$ cat config.mk
export PLATFORM = sky130hd
export DESIGN_NAME = fkh_cell
export DESIGN_NICKNAME = d
export VERILOG_FILES = /design/src/hdl/fkh_pkg.sv /design/src/hdl/fkh_cell.sv
export SDC_FILE = /design/constraint.sdc
export NUM_CORES = 1
export LEC_CHECK = 0
export ABC_AREA = 1
export BUFFER_PORTS_ARGS = -buffer_cell sky130_fd_sc_hd__clkbuf_2
export CORE_MARGIN = 4
export CORE_UTILIZATION = 35
export CTS_CLUSTER_DIAMETER = 50
export DETAILED_ROUTE_END_ITERATION = 8
export PLACE_DENSITY = 0.66
export SYNTH_ARGS = -nofsm -noshare
export SYNTH_HDL_FRONTEND = slang
export SYNTH_SLANG_ARGS = --single-unit
$ cat constraint.sdc
create_clock -name clk_i -period 8.12 [get_ports clk_i]
set_input_delay 1.218 -clock clk_i [delete_from_list [all_inputs] [get_ports clk_i]]
set_output_delay 1.218 -clock clk_i [all_outputs]
set_load 0.02 [all_outputs]
$ cat src/hdl/fkh_pkg.sv
// Shared types, register codes and term selection for the flow key hash.
package fkh_pkg;

  localparam int unsigned NumCells  = 13;
  localparam int unsigned CfgIdxW   = 3;
  localparam int unsigned CfgDataW  = 32;
  localparam int unsigned ProtoCell = NumCells - 1;
  localparam int unsigned WordTerms = 4;

  typedef enum logic [CfgIdxW-1:0] {
    REG_SEED     = 3'd0,
    REG_SCALE    = 3'd1,
    REG_HARDENER = 3'd2,
    REG_WORDMODE = 3'd3,
    REG_BYTESGN  = 3'd4
  } cfg_reg_e;

  typedef struct packed {
    logic [31:0] initiator_addr;
    logic [15:0] initiator_port;
    logic [31:0] responder_addr;
    logic [15:0] responder_port;
    logic [7:0]  proto_number;
  } key_t;

  typedef struct packed {
    logic [31:0] acc;
    key_t        key;
  } beat_t;

  // Address and port bytes in key order, byte 0 of the initiator address lowest.
  function automatic logic [95:0] fkh_key_bytes(key_t k);
    return {k.responder_port, k.responder_addr, k.initiator_port, k.initiator_addr};
  endfunction

  // Whether a given cell mixes a term in the current mode.
  function automatic logic fkh_active(int unsigned idx, logic word_mode);
    return !word_mode || (idx < WordTerms) || (idx == ProtoCell);
  endfunction

  // Term mixed by a given cell.
  function automatic logic [31:0] fkh_term(int unsigned idx, key_t k, logic word_mode,
                                           logic byte_signed);
    logic [95:0] bytes;
    logic [7:0]  b;
    logic [31:0] t;
    bytes = fkh_key_bytes(k);
    b     = 8'h00;
    t     = 32'h0;
    if (idx == ProtoCell) begin
      t = {24'h0, k.proto_number};
    end else if (word_mode) begin
      case (idx)
        0:       t = k.initiator_addr;
        1:       t = {16'h0, k.initiator_port};
        2:       t = k.responder_addr;
        3:       t = {16'h0, k.responder_port};
        default: t = 32'h0;
      endcase
    end else begin
      b = bytes[idx*8 +: 8];
      t = {{24{byte_signed & b[7]}}, b};
    end
    return t;
  endfunction

endpackage

$ cat src/hdl/fkh_cell.sv
// One mix cell: acc * scale + term when active, else acc passed on; registered, with its own valid and ready.
module fkh_cell (
  input  logic            clk_i,
  input  logic            rst_ni,
  input  logic            valid_i,
  input  fkh_pkg::beat_t  beat_i,
  input  logic [31:0]     term_i,
  input  logic            active_i,
  input  logic [31:0]     scale_i,
  input  logic            ready_i,
  output logic            ready_o,
  output logic            valid_o,
  output fkh_pkg::beat_t  beat_o
);
  import fkh_pkg::*;

  logic        valid_q;
  beat_t       beat_q, beat_d;
  logic [31:0] prod;

  assign ready_o = !valid_q || ready_i;
  assign prod    = beat_i.acc * scale_i;

  always_comb begin
    beat_d     = beat_i;
    if (active_i) begin
      beat_d.acc = prod + term_i;
    end
  end

  always_ff @(posedge clk_i or negedge rst_ni) begin
    if (!rst_ni) begin
      valid_q <= 1'b0;
    end else if (ready_o) begin
      valid_q <= valid_i;
    end
  end

  always_ff @(posedge clk_i) begin
    if (ready_o && valid_i) begin
      beat_q <= beat_d;
    end
  end

  assign valid_o = valid_q;
  assign beat_o  = beat_q;
endmodule

==> run_results.csv, run 1 <==
group,metric,value,unit
clock_network,worst_setup_hold_path_clk_slew,0.08,ns
drt,drt_pre_antenna_iters,7,
cells_and_area,layout.cells.most_common,"sky130_fd_sc_hd__inv_1",
timing,rsz0062_at_grt,"no",
drt,post_drt_wl_per_cell,16.2,µm
clock_network,h_tree_level_count,4,
clock_network,clockRootBuffer,"sky130_fd_sc_hd__clkbuf_16",
cells_and_area,antenna_cells_inserted,0,
critical_path,endpoint_kind,"flip-flop",
clock_network,cts.repair.resized,0,
grt,antenna_found_initial,1,
floorplan,core-area,63300,µm²
clock_network,tritoncts.num_buffers,17,
drt,vias_per_cell,4.49,
synth,yosys.area.top_type,"sky130_fd_sc_hd__fa_1",
critical_path,worstSetupStartpointType,"primary input",
critical_path,reg2reg_depth,3,
synth,synth.ff_latch_count,137,
synth,ys_top_cells_by_area,"sky130_fd_sc_hd__fa_1 39%, sky130_fd_sc_hd__edfxtp_1 18%, sky130_fd_sc_hd__inv_1 15%",
critical_path,rrSetupSlack,5.51,ns
cells_and_area,final_layout_size_suffix_gt1_frac,0.155,
grt,grt_util_all_layers,0.187,
critical_path,worst-setup-path-type,"in -> reg",
floorplan,die_y,262,µm
timing,max_slew_margin,0.280,
synth,synth_nets,3466,
cells_and_area,layout_common_cells,"881 x sky130_fd_sc_hd__inv_1, 760 x sky130_fd_sc_hd__nand2_1, 438 x sky130_fd_sc_hd__fa_1",
synth,synth_area,22500,µm²
drt,postRouteWirelength,62600,µm
synth,yosysSeqAreaShare,0.183,
timing,final_max_slew_viol_count,0,
floorplan,die_width,262,µm
clock_network,cts_num_sinks,137,
clock_network,cts_hold_buffers,0,
drt,drcViolationCount,0,
floorplan,top_level_ports,343,
synth,synth_cell_types,44,
timing,timing.setup.tns,0,ns
placed_design,place_congestion,0.883,
timing,timing_hold_violations_final,0,
timing,measured_slew_at_the_worst_slew_check_pin,1.08,ns
synth,synthesis.yosys.warnings,0,
clock_network,clk-insertion-delay-late,0.44,ns
cells_and_area,area_delta_synth_final,15.5,%
drt,antenna_violating_nets_post_route,0,
grt,largest_net_degree_at_the_start_of_global_routing,82,
floorplan,initial_core_util,0.355,
clock_network,clock_path_buffers,2,
synth,synth_area_per_cell,8.34,µm²
grt,grt.overflow.total,0,
flow_run,max-cap-violations,0,
clock_network,setup_fix_buffers_added_after_clock_tree_synthesis,0,
timing,setup_viol,0,
critical_path,critical_path.reg2reg.endpoint,"beat_o[127]",
timing,finClkSkew,0.00964,ns
clock_network,tritoncts,"yes",
timing,layout_min_cycle_time,7.82,ns
cells_and_area,finalCoreUtilization,0.410,
drt,drt-initial-drc-count,1255,
min_path,min-delay-path-class,"in -> async",
placed_design,dp_slack,-0.310,ns
floorplan,std_cell_rows,92,
critical_path,timing.critical_path.fanout_max,16,
synth,postSynthCellCount,2699,
critical_path,rr_startpoint,"valid_o",
floorplan,die_area,68400,µm²
outcome,status,"finished, final reports clean",
drt,dr_total_vias,17400,
placed_design,dpl.hpwl,54700,µm
timing,final_min_period_over_clock_period,0.963,
grt,grt_pass1_vias,17900,
critical_path,arrival_time_reported_for_the_critical_path_endpoint,8.02,ns
timing,max_freq,128,MHz
critical_path,worst-endpoint-required,8.32,ns
synth,synth_top_cell_area_share,0.390,
cells_and_area,net_count_reported_at_finish,3775,
timing,setup_ws,0.298,ns
placed_design,place.port_buffers,342,
grt,grt_first_pass_wirelength,98200,µm
## sequential cells by signal (all words and copies together), names as in the netlist
register,flops
beat_o,136
valid_o,1
## Yosys cell counts, drive strengths merged
cell type	instances
nand3b	8
ha	124
nor2	36
o21ai	31
nand4	4
clkbuf	85
o221a	1
xnor2	12
nand2	768
inv	886
edfxtp	136
fa	438
a211oi	2
nand2b	1
a21oi	31
buf	28
nor4	1
a21boi	2
a31oi	11
nand3	53
o21bai	4
o31ai	2
dfrtp	1
nor3	5
clkinv	3
xor2	13
or2	11
a21o	2
## kinds of logic after synthesis
family                   Yosys count  share of synthesized area
AO/OA/AOI/OAI                     86                     0.0222
XOR/XNOR                          25                    0.00973
adder cells (fa/ha/maj)          562                      0.459
buffers and inverters           1002                      0.170
flip-flops                       137                      0.183
AND/OR/NAND/NOR                  887                      0.157
## critical path, cell delays in order
cell and delay (ns):
sky130_fd_sc_hd__clkbuf_2 0.43, sky130_fd_sc_hd__nand2_1 0.10, sky130_fd_sc_hd__inv_1 0.09, sky130_fd_sc_hd__fa_1 0.44, sky130_fd_sc_hd__fa_1 0.51, sky130_fd_sc_hd__fa_1 0.49, sky130_fd_sc_hd__inv_1 0.06, sky130_fd_sc_hd__fa_1 0.53
sky130_fd_sc_hd__inv_1 0.05, sky130_fd_sc_hd__fa_1 0.50, sky130_fd_sc_hd__inv_1 0.06, sky130_fd_sc_hd__fa_1 0.53, sky130_fd_sc_hd__inv_1 0.05, sky130_fd_sc_hd__fa_1 0.48, sky130_fd_sc_hd__inv_1 0.05, sky130_fd_sc_hd__fa_1 0.50
sky130_fd_sc_hd__inv_1 0.05, sky130_fd_sc_hd__ha_1 0.35, sky130_fd_sc_hd__nand2_1 0.13, sky130_fd_sc_hd__nor3_2 0.43, sky130_fd_sc_hd__nand4_1 0.30, sky130_fd_sc_hd__nand3_1 0.25, sky130_fd_sc_hd__nand3_1 0.10, sky130_fd_sc_hd__nand2_1 0.09
sky130_fd_sc_hd__nand2_1 0.05, sky130_fd_sc_hd__nand3_1 0.11, sky130_fd_sc_hd__nand2_1 0.06
## how the worst max path moves through the flow
stage | start | to | cells after the start
floorplan | scale_i[3] | beat_o[133] | 26
global placement | beat_i[121] | beat_o[128] | 27
detailed placement | beat_i[121] | beat_o[128] | 27
CTS | beat_i[121] | beat_o[128] | 27
global route | beat_i[119] | beat_o[128] | 27
finish | beat_i[121] | beat_o[128] | 27
## layer usage
layer	global-route usage	wire length, µm	vias to the layer above
met4	0.0555	1650	2
met2	0.336	31900	614
met3	0.0322	4710	78
li1	-	-	8186
met1	0.230	24300	8476
met5	0	12	-
## final cells by class
type                            instances  area [µm²]
Fill cell                            6340       37300
Multi-Input combinational cell       1560       14600
Sequential cell                       137        4110
Inverter                              889        3340
Timing Repair Buffer                  403        2280
Tap cell                              846        1060
Clock buffer                           17         425
Clock inverter                         15         196
## through the flow
stage	instances	cell area (µm²)	hold WS, ns
after floorplan	2699	22500	0.784
after global placement	3835	25400	0.580
after detailed placement	3835	25400	0.608
after CTS	3867	26000	0.508
after global routing	3867	26000	0.519
final	3867	26000	0.540
Power of run 1 is left out: the tool's default activity adds up to more than one toggle a clock period on the data nets, which glitch-free logic cannot reach.
==> run 2: changes to the inputs <==
--- a/config.mk
+++ b/config.mk
@@ -7,11 +7,14 @@
 export LEC_CHECK = 0
 export ABC_AREA = 1
 export BUFFER_PORTS_ARGS = -buffer_cell sky130_fd_sc_hd__clkbuf_2
+export CELL_PAD_IN_SITES_DETAIL_PLACEMENT = 0
+export CELL_PAD_IN_SITES_GLOBAL_PLACEMENT = 1
 export CORE_MARGIN = 4
 export CORE_UTILIZATION = 35
 export CTS_CLUSTER_DIAMETER = 50
 export DETAILED_ROUTE_END_ITERATION = 8
-export PLACE_DENSITY = 0.66
+export PLACE_DENSITY = 0.81
+export SLEW_MARGIN = 15
 export SYNTH_ARGS = -nofsm -noshare
 export SYNTH_HDL_FRONTEND = slang
 export SYNTH_SLANG_ARGS = --single-unit
==> run_results.csv, run 2 (synthesized netlist as in run 1, its figures left out) <==
group,metric,value,unit
placed_design,place_congestion,0.867,
timing,timing_hold_violations_final,0,
cells_and_area,final_layout_size_suffix_gt1_frac,0.155,
grt,antenna_found_initial,1,
timing,timing.setup.tns,0,ns
grt,largest_net_degree_at_the_start_of_global_routing,84,
timing,final_min_period_over_clock_period,0.941,
grt,grt_first_pass_wirelength,99600,µm
floorplan,initial_core_util,0.355,
cells_and_area,multi_input_comb_area,14600,µm²
drt,drt-initial-drc-count,1030,
timing,finClkSkew,0.00762,ns
clock_network,tritoncts,"yes",
clock_network,clockRootBuffer,"sky130_fd_sc_hd__clkbuf_16",
critical_path,worst-endpoint-required,8.29,ns
min_path,min-delay-path-class,"in -> async",
floorplan,die_area,68400,µm²
cells_and_area,instances_no_fill,3874,
timing,max_slew_margin,0.272,
clock_network,worst_setup_hold_path_clk_slew,0.06,ns
clock_network,cts.repair.resized,0,
outcome,status,"finished, final reports clean",
clock_network,tritoncts.num_buffers,17,
critical_path,timing.critical_path.fanout_max,17,
critical_path,critical_path.slowest_cell,"sky130_fd_sc_hd__fa_1",
cells_and_area,register_area,4110,µm²
critical_path,rr_startpoint,"valid_o",
clock_network,clock_path_buffers,2,
critical_path,endpoint_kind,"flip-flop",
critical_path,crit_path_frequent_cell,"sky130_fd_sc_hd__fa_1",
cells_and_area,fillerInstances,6404,
floorplan,die_y,262,µm
critical_path,worstSetupStartpointType,"primary input",
drt,post_drt_wl_per_cell,16.2,µm
grt,grt_util_all_layers,0.188,
placed_design,dpl.hpwl,55000,µm
floorplan,top_level_ports,343,
drt,drcViolationCount,0,
drt,dr_total_vias,17100,
clock_network,setup_fix_buffers_added_after_clock_tree_synthesis,0,
timing,final_max_slew_viol_count,0,
drt,antenna_violating_nets_post_route,0,
drt,vias_per_cell,4.42,
placed_design,dpl.cell_count,3841,
placed_design,place.port_buffers,342,
flow_run,max-cap-violations,0,
timing,max_freq,131,MHz
floorplan,core-area,63300,µm²
cells_and_area,finalCoreUtilization,0.410,
timing,measured_slew_at_the_worst_slew_check_pin,1.09,ns
clock_network,cts_hold_buffers,0,
timing,setup_viol,0,
timing,rsz0062_at_grt,"no",
cells_and_area,max_reg_flops,136,
critical_path,arrival_time_reported_for_the_critical_path_endpoint,7.81,ns
cells_and_area,area_delta_synth_final,15.4,%
timing,layout_min_cycle_time,7.64,ns
drt,postRouteWirelength,62800,µm
cells_and_area,net_count_reported_at_finish,3781,
grt,grt.overflow.total,0,
floorplan,std_cell_rows,92,
floorplan,die_width,262,µm
critical_path,worst-setup-path-type,"in -> reg",
cells_and_area,layout.cells.most_common,"sky130_fd_sc_hd__inv_1",
cells_and_area,layout_common_cells,"881 x sky130_fd_sc_hd__inv_1, 760 x sky130_fd_sc_hd__nand2_1, 438 x sky130_fd_sc_hd__fa_1",
drt,drt_pre_antenna_iters,5,
clock_network,clk-insertion-delay-late,0.42,ns
clock_network,h_tree_level_count,4,
critical_path,crit_start,"scale_i[2]",
clock_network,cts_num_sinks,137,
critical_path,slowest_delay,0.53,ns
grt,grt_pass1_vias,17900,
run 2: cell types whose count changed in the layout (fill, tap and decap cells not counted), moves of 2 or more:
cell / before / now
sky130_fd_sc_hd__clkinv_1: 3 / 6
sky130_fd_sc_hd__buf_12: 9 / 7
sky130_fd_sc_hd__clkinv_8: 6 / 0
sky130_fd_sc_hd__bufinv_16: 0 / 2
sky130_fd_sc_hd__inv_8: 5 / 0
sky130_fd_sc_hd__clkinvlp_4: 0 / 3
sky130_fd_sc_hd__buf_4: 52 / 60
sky130_fd_sc_hd__clkinv_4: 1 / 4
run 2: worst max-delay path, delay by kind of cell:
kind,cells,cell delay [ns]
adder cells (fa/ha/maj),9,4.32
buffers and inverters,8,0.67
AND/OR/NAND/NOR,7,0.98
AO/OA/AOI/OAI,3,0.62
run 2: path summary, 6_finish.rpt:
path                            cells after the start          end  slack, ns
worst min register to register                      2      valid_o       0.59
worst max-delay path                               27  beat_o[128]       0.48
min in group clk_i                                  2      valid_o       0.59
max in group asynchronous                           1      valid_o       7.47
worst max register to register                      3   beat_o[44]       5.58
worst min-delay path                                1      valid_o       0.56
run 2: cell type report:
| cell class | count | share of cell area |
|---|---|---|
| sequential | 137 | 0.158 |
| inverter | 889 | 0.129 |
| multi-input combinational | 1560 | 0.561 |
| timing repair buffer | 409 | 0.0887 |
| clock inverter | 15 | 0.00583 |
| tap | 846 | 0.0408 |
| antenna | 1 | 0.0000964 |
| clock buffer | 17 | 0.0164 |
run 2: per-stage QoR:
step,setup slack [ns],hold WS (ns),area (µm²)
finish,0.482,0.562,26000
CTS,0.480,0.544,26000
global route,0.124,0.550,26000
detailed placement,0.0264,0.583,25400
floorplan,0.547,0.784,22500
global placement,0.0729,0.576,25400
run 2: routing by layer:
| layer | up-vias | routed length (µm) | part of all wire | GRT usage |
|---|---|---|---|---|
| li1 | 8198 | - | - | - |
| met1 | 8419 | 27100 | 0.43 | 0.254 |
| met2 | 426 | 30900 | 0.49 | 0.319 |
| met3 | 84 | 2860 | 0.046 | 0.0205 |
| met4 | 0 | 2010 | 0.032 | 0.0553 |
| met5 | - | 0 | 0 | 0 |
Power of run 2 is left out for the same reason.
==> run 3: changes to the inputs <==
==> constraint.sdc (replaced) <==
create_clock -name clk_i -period 8.12 [get_ports clk_i]
set_input_delay 0 -clock clk_i [delete_from_list [all_inputs] [get_ports clk_i]]
set_output_delay 0 -clock clk_i [all_outputs]
set_load 0.02 [all_outputs]
==> run_results.csv, run 3 (synthesized netlist as in run 1, its figures left out) <==
group,metric,value,unit
clock_network,cts_num_sinks,137,
drt,postRouteWirelength,64900,µm
outcome,status,"finished, final reports clean",
clock_network,cts.repair.resized,0,
min_path,min-delay-path-class,"in -> reg",
clock_network,clock_path_buffers,2,
timing,setup_viol,0,
critical_path,crit_path_frequent_cell,"sky130_fd_sc_hd__fa_1",
placed_design,place_congestion,0.888,
critical_path,slowest_delay,0.55,ns
cells_and_area,layout_common_cells,"881 x sky130_fd_sc_hd__inv_1, 760 x sky130_fd_sc_hd__nand2_1, 438 x sky130_fd_sc_hd__fa_1",
clock_network,cts_hold_buffers,110,
timing,timing_hold_violations_final,0,
clock_network,h_tree_level_count,4,
timing,final_max_slew_viol_count,0,
floorplan,die_y,262,µm
timing,max_freq,145,MHz
critical_path,rrSetupSlack,5.57,ns
grt,grt_pass1_vias,18800,
critical_path,worst-setup-path-type,"in -> reg",
floorplan,die_width,262,µm
drt,post_drt_wl_per_cell,16.5,µm
clock_network,tritoncts,"yes",
timing,max_slew_margin,0.317,
drt,drcViolationCount,0,
clock_network,clockRootBuffer,"sky130_fd_sc_hd__clkbuf_16",
placed_design,place.port_buffers,342,
clock_network,tritoncts.num_buffers,17,
drt,drt-initial-drc-count,1038,
floorplan,std_cell_rows,92,
drt,drt_pre_antenna_iters,5,
timing,rsz0062_at_grt,"no",
cells_and_area,area_delta_synth_final,18.3,%
critical_path,worst-endpoint-required,8.29,ns
placed_design,dpl.hpwl,53700,µm
grt,grt_util_all_layers,0.195,
drt,dr_total_vias,17700,
cells_and_area,max_reg_flops,136,
critical_path,worstSetupStartpointType,"primary input",
floorplan,top_level_ports,343,
flow_run,max-cap-violations,0,
clock_network,setup_fix_buffers_added_after_clock_tree_synthesis,0,
floorplan,initial_core_util,0.355,
critical_path,timing.critical_path.fanout_max,28,
clock_network,clk-insertion-delay-late,0.43,ns
timing,final_min_period_over_clock_period,0.849,
grt,antenna_found_initial,3,
grt,largest_net_degree_at_the_start_of_global_routing,79,
critical_path,crit_start,"scale_i[1]",
critical_path,rr_startpoint,"valid_o",
drt,vias_per_cell,4.49,
timing,layout_min_cycle_time,6.89,ns
clock_network,worst_setup_hold_path_clk_slew,0.06,ns
min_path,timing.hold.worst.start,"beat_i[133]",
floorplan,core-area,63300,µm²
critical_path,arrival_time_reported_for_the_critical_path_endpoint,7.06,ns
critical_path,critical_path.slowest_cell,"sky130_fd_sc_hd__clkbuf_2",
cells_and_area,net_count_reported_at_finish,3839,
grt,grt_first_pass_wirelength,104000,µm
critical_path,endpoint_kind,"flip-flop",
critical_path,timing.critical_path.buf_inv,7,
timing,measured_slew_at_the_worst_slew_check_pin,1.02,ns
timing,finClkSkew,0.0127,ns
drt,antenna_violating_nets_post_route,0,
grt,grt.overflow.total,0,
timing,timing.setup.tns,0,ns
cells_and_area,final_layout_size_suffix_gt1_frac,0.136,
critical_path,crit_family,"adder cells",
floorplan,die_area,68400,µm²
cells_and_area,layout.cells.most_common,"sky130_fd_sc_hd__inv_1",
==> run 3: worst reg2reg max path, cell delays in order (launching register included) <==
cell                      delay, ns
sky130_fd_sc_hd__dfrtp_1       0.42
sky130_fd_sc_hd__a21oi_4       0.14
sky130_fd_sc_hd__buf_4         0.60
sky130_fd_sc_hd__buf_4         0.90
==> run 3: path summary, 6_finish.rpt <==
| kind | endpoint | cells past startpoint |
|---|---|---|
| hold / removal | beat_o[133] | 3 |
| max in group asynchronous | valid_o | 3 |
| setup reg to reg | beat_o[130] | 3 |
| setup / recovery | beat_o[130] | 26 |
| min in group asynchronous | valid_o | 3 |
| hold reg to reg | beat_o[48] | 2 |
==> run 3: cell type report <==
class	instances	area, µm²
Sequential cell	137	4110
Tap cell	846	1060
Clock buffer	17	425
Antenna cell	4	10.0
Clock inverter	15	189
Inverter	889	3340
Multi-Input combinational cell	1560	14600
Timing Repair Buffer	467	2930
Fill cell	6381	36700
==> run 3: stage by stage <==
| stage | util | instance area, µm² | hold WS (ns) | setup slack, ns | cells |
|---|---|---|---|---|---|
| detailed placement | 0.393 | 24900 | -0.223 | 0.841 | 3789 |
| CTS | 0.420 | 26600 | 0.00899 | 1.29 | 3931 |
| floorplan | - | 22500 | -0.296 | 0.382 | 2699 |
| finish | 0.421 | 26600 | 0.0445 | 1.23 | 3935 |
| global route | 0.421 | 26600 | 0.0363 | 0.880 | 3934 |
| global placement | 0.393 | 24900 | -0.224 | 0.896 | 3789 |
==> run 3: layer usage <==
layer  track usage  part of all wire  up-vias
met3        0.0219             0.046       85
met4        0.0480             0.024        0
met1         0.258              0.42     8806
met5             0                 0        -
met2         0.343              0.51      464
li1              -                 -     8317
Power of run 3 is left out for the same reason.
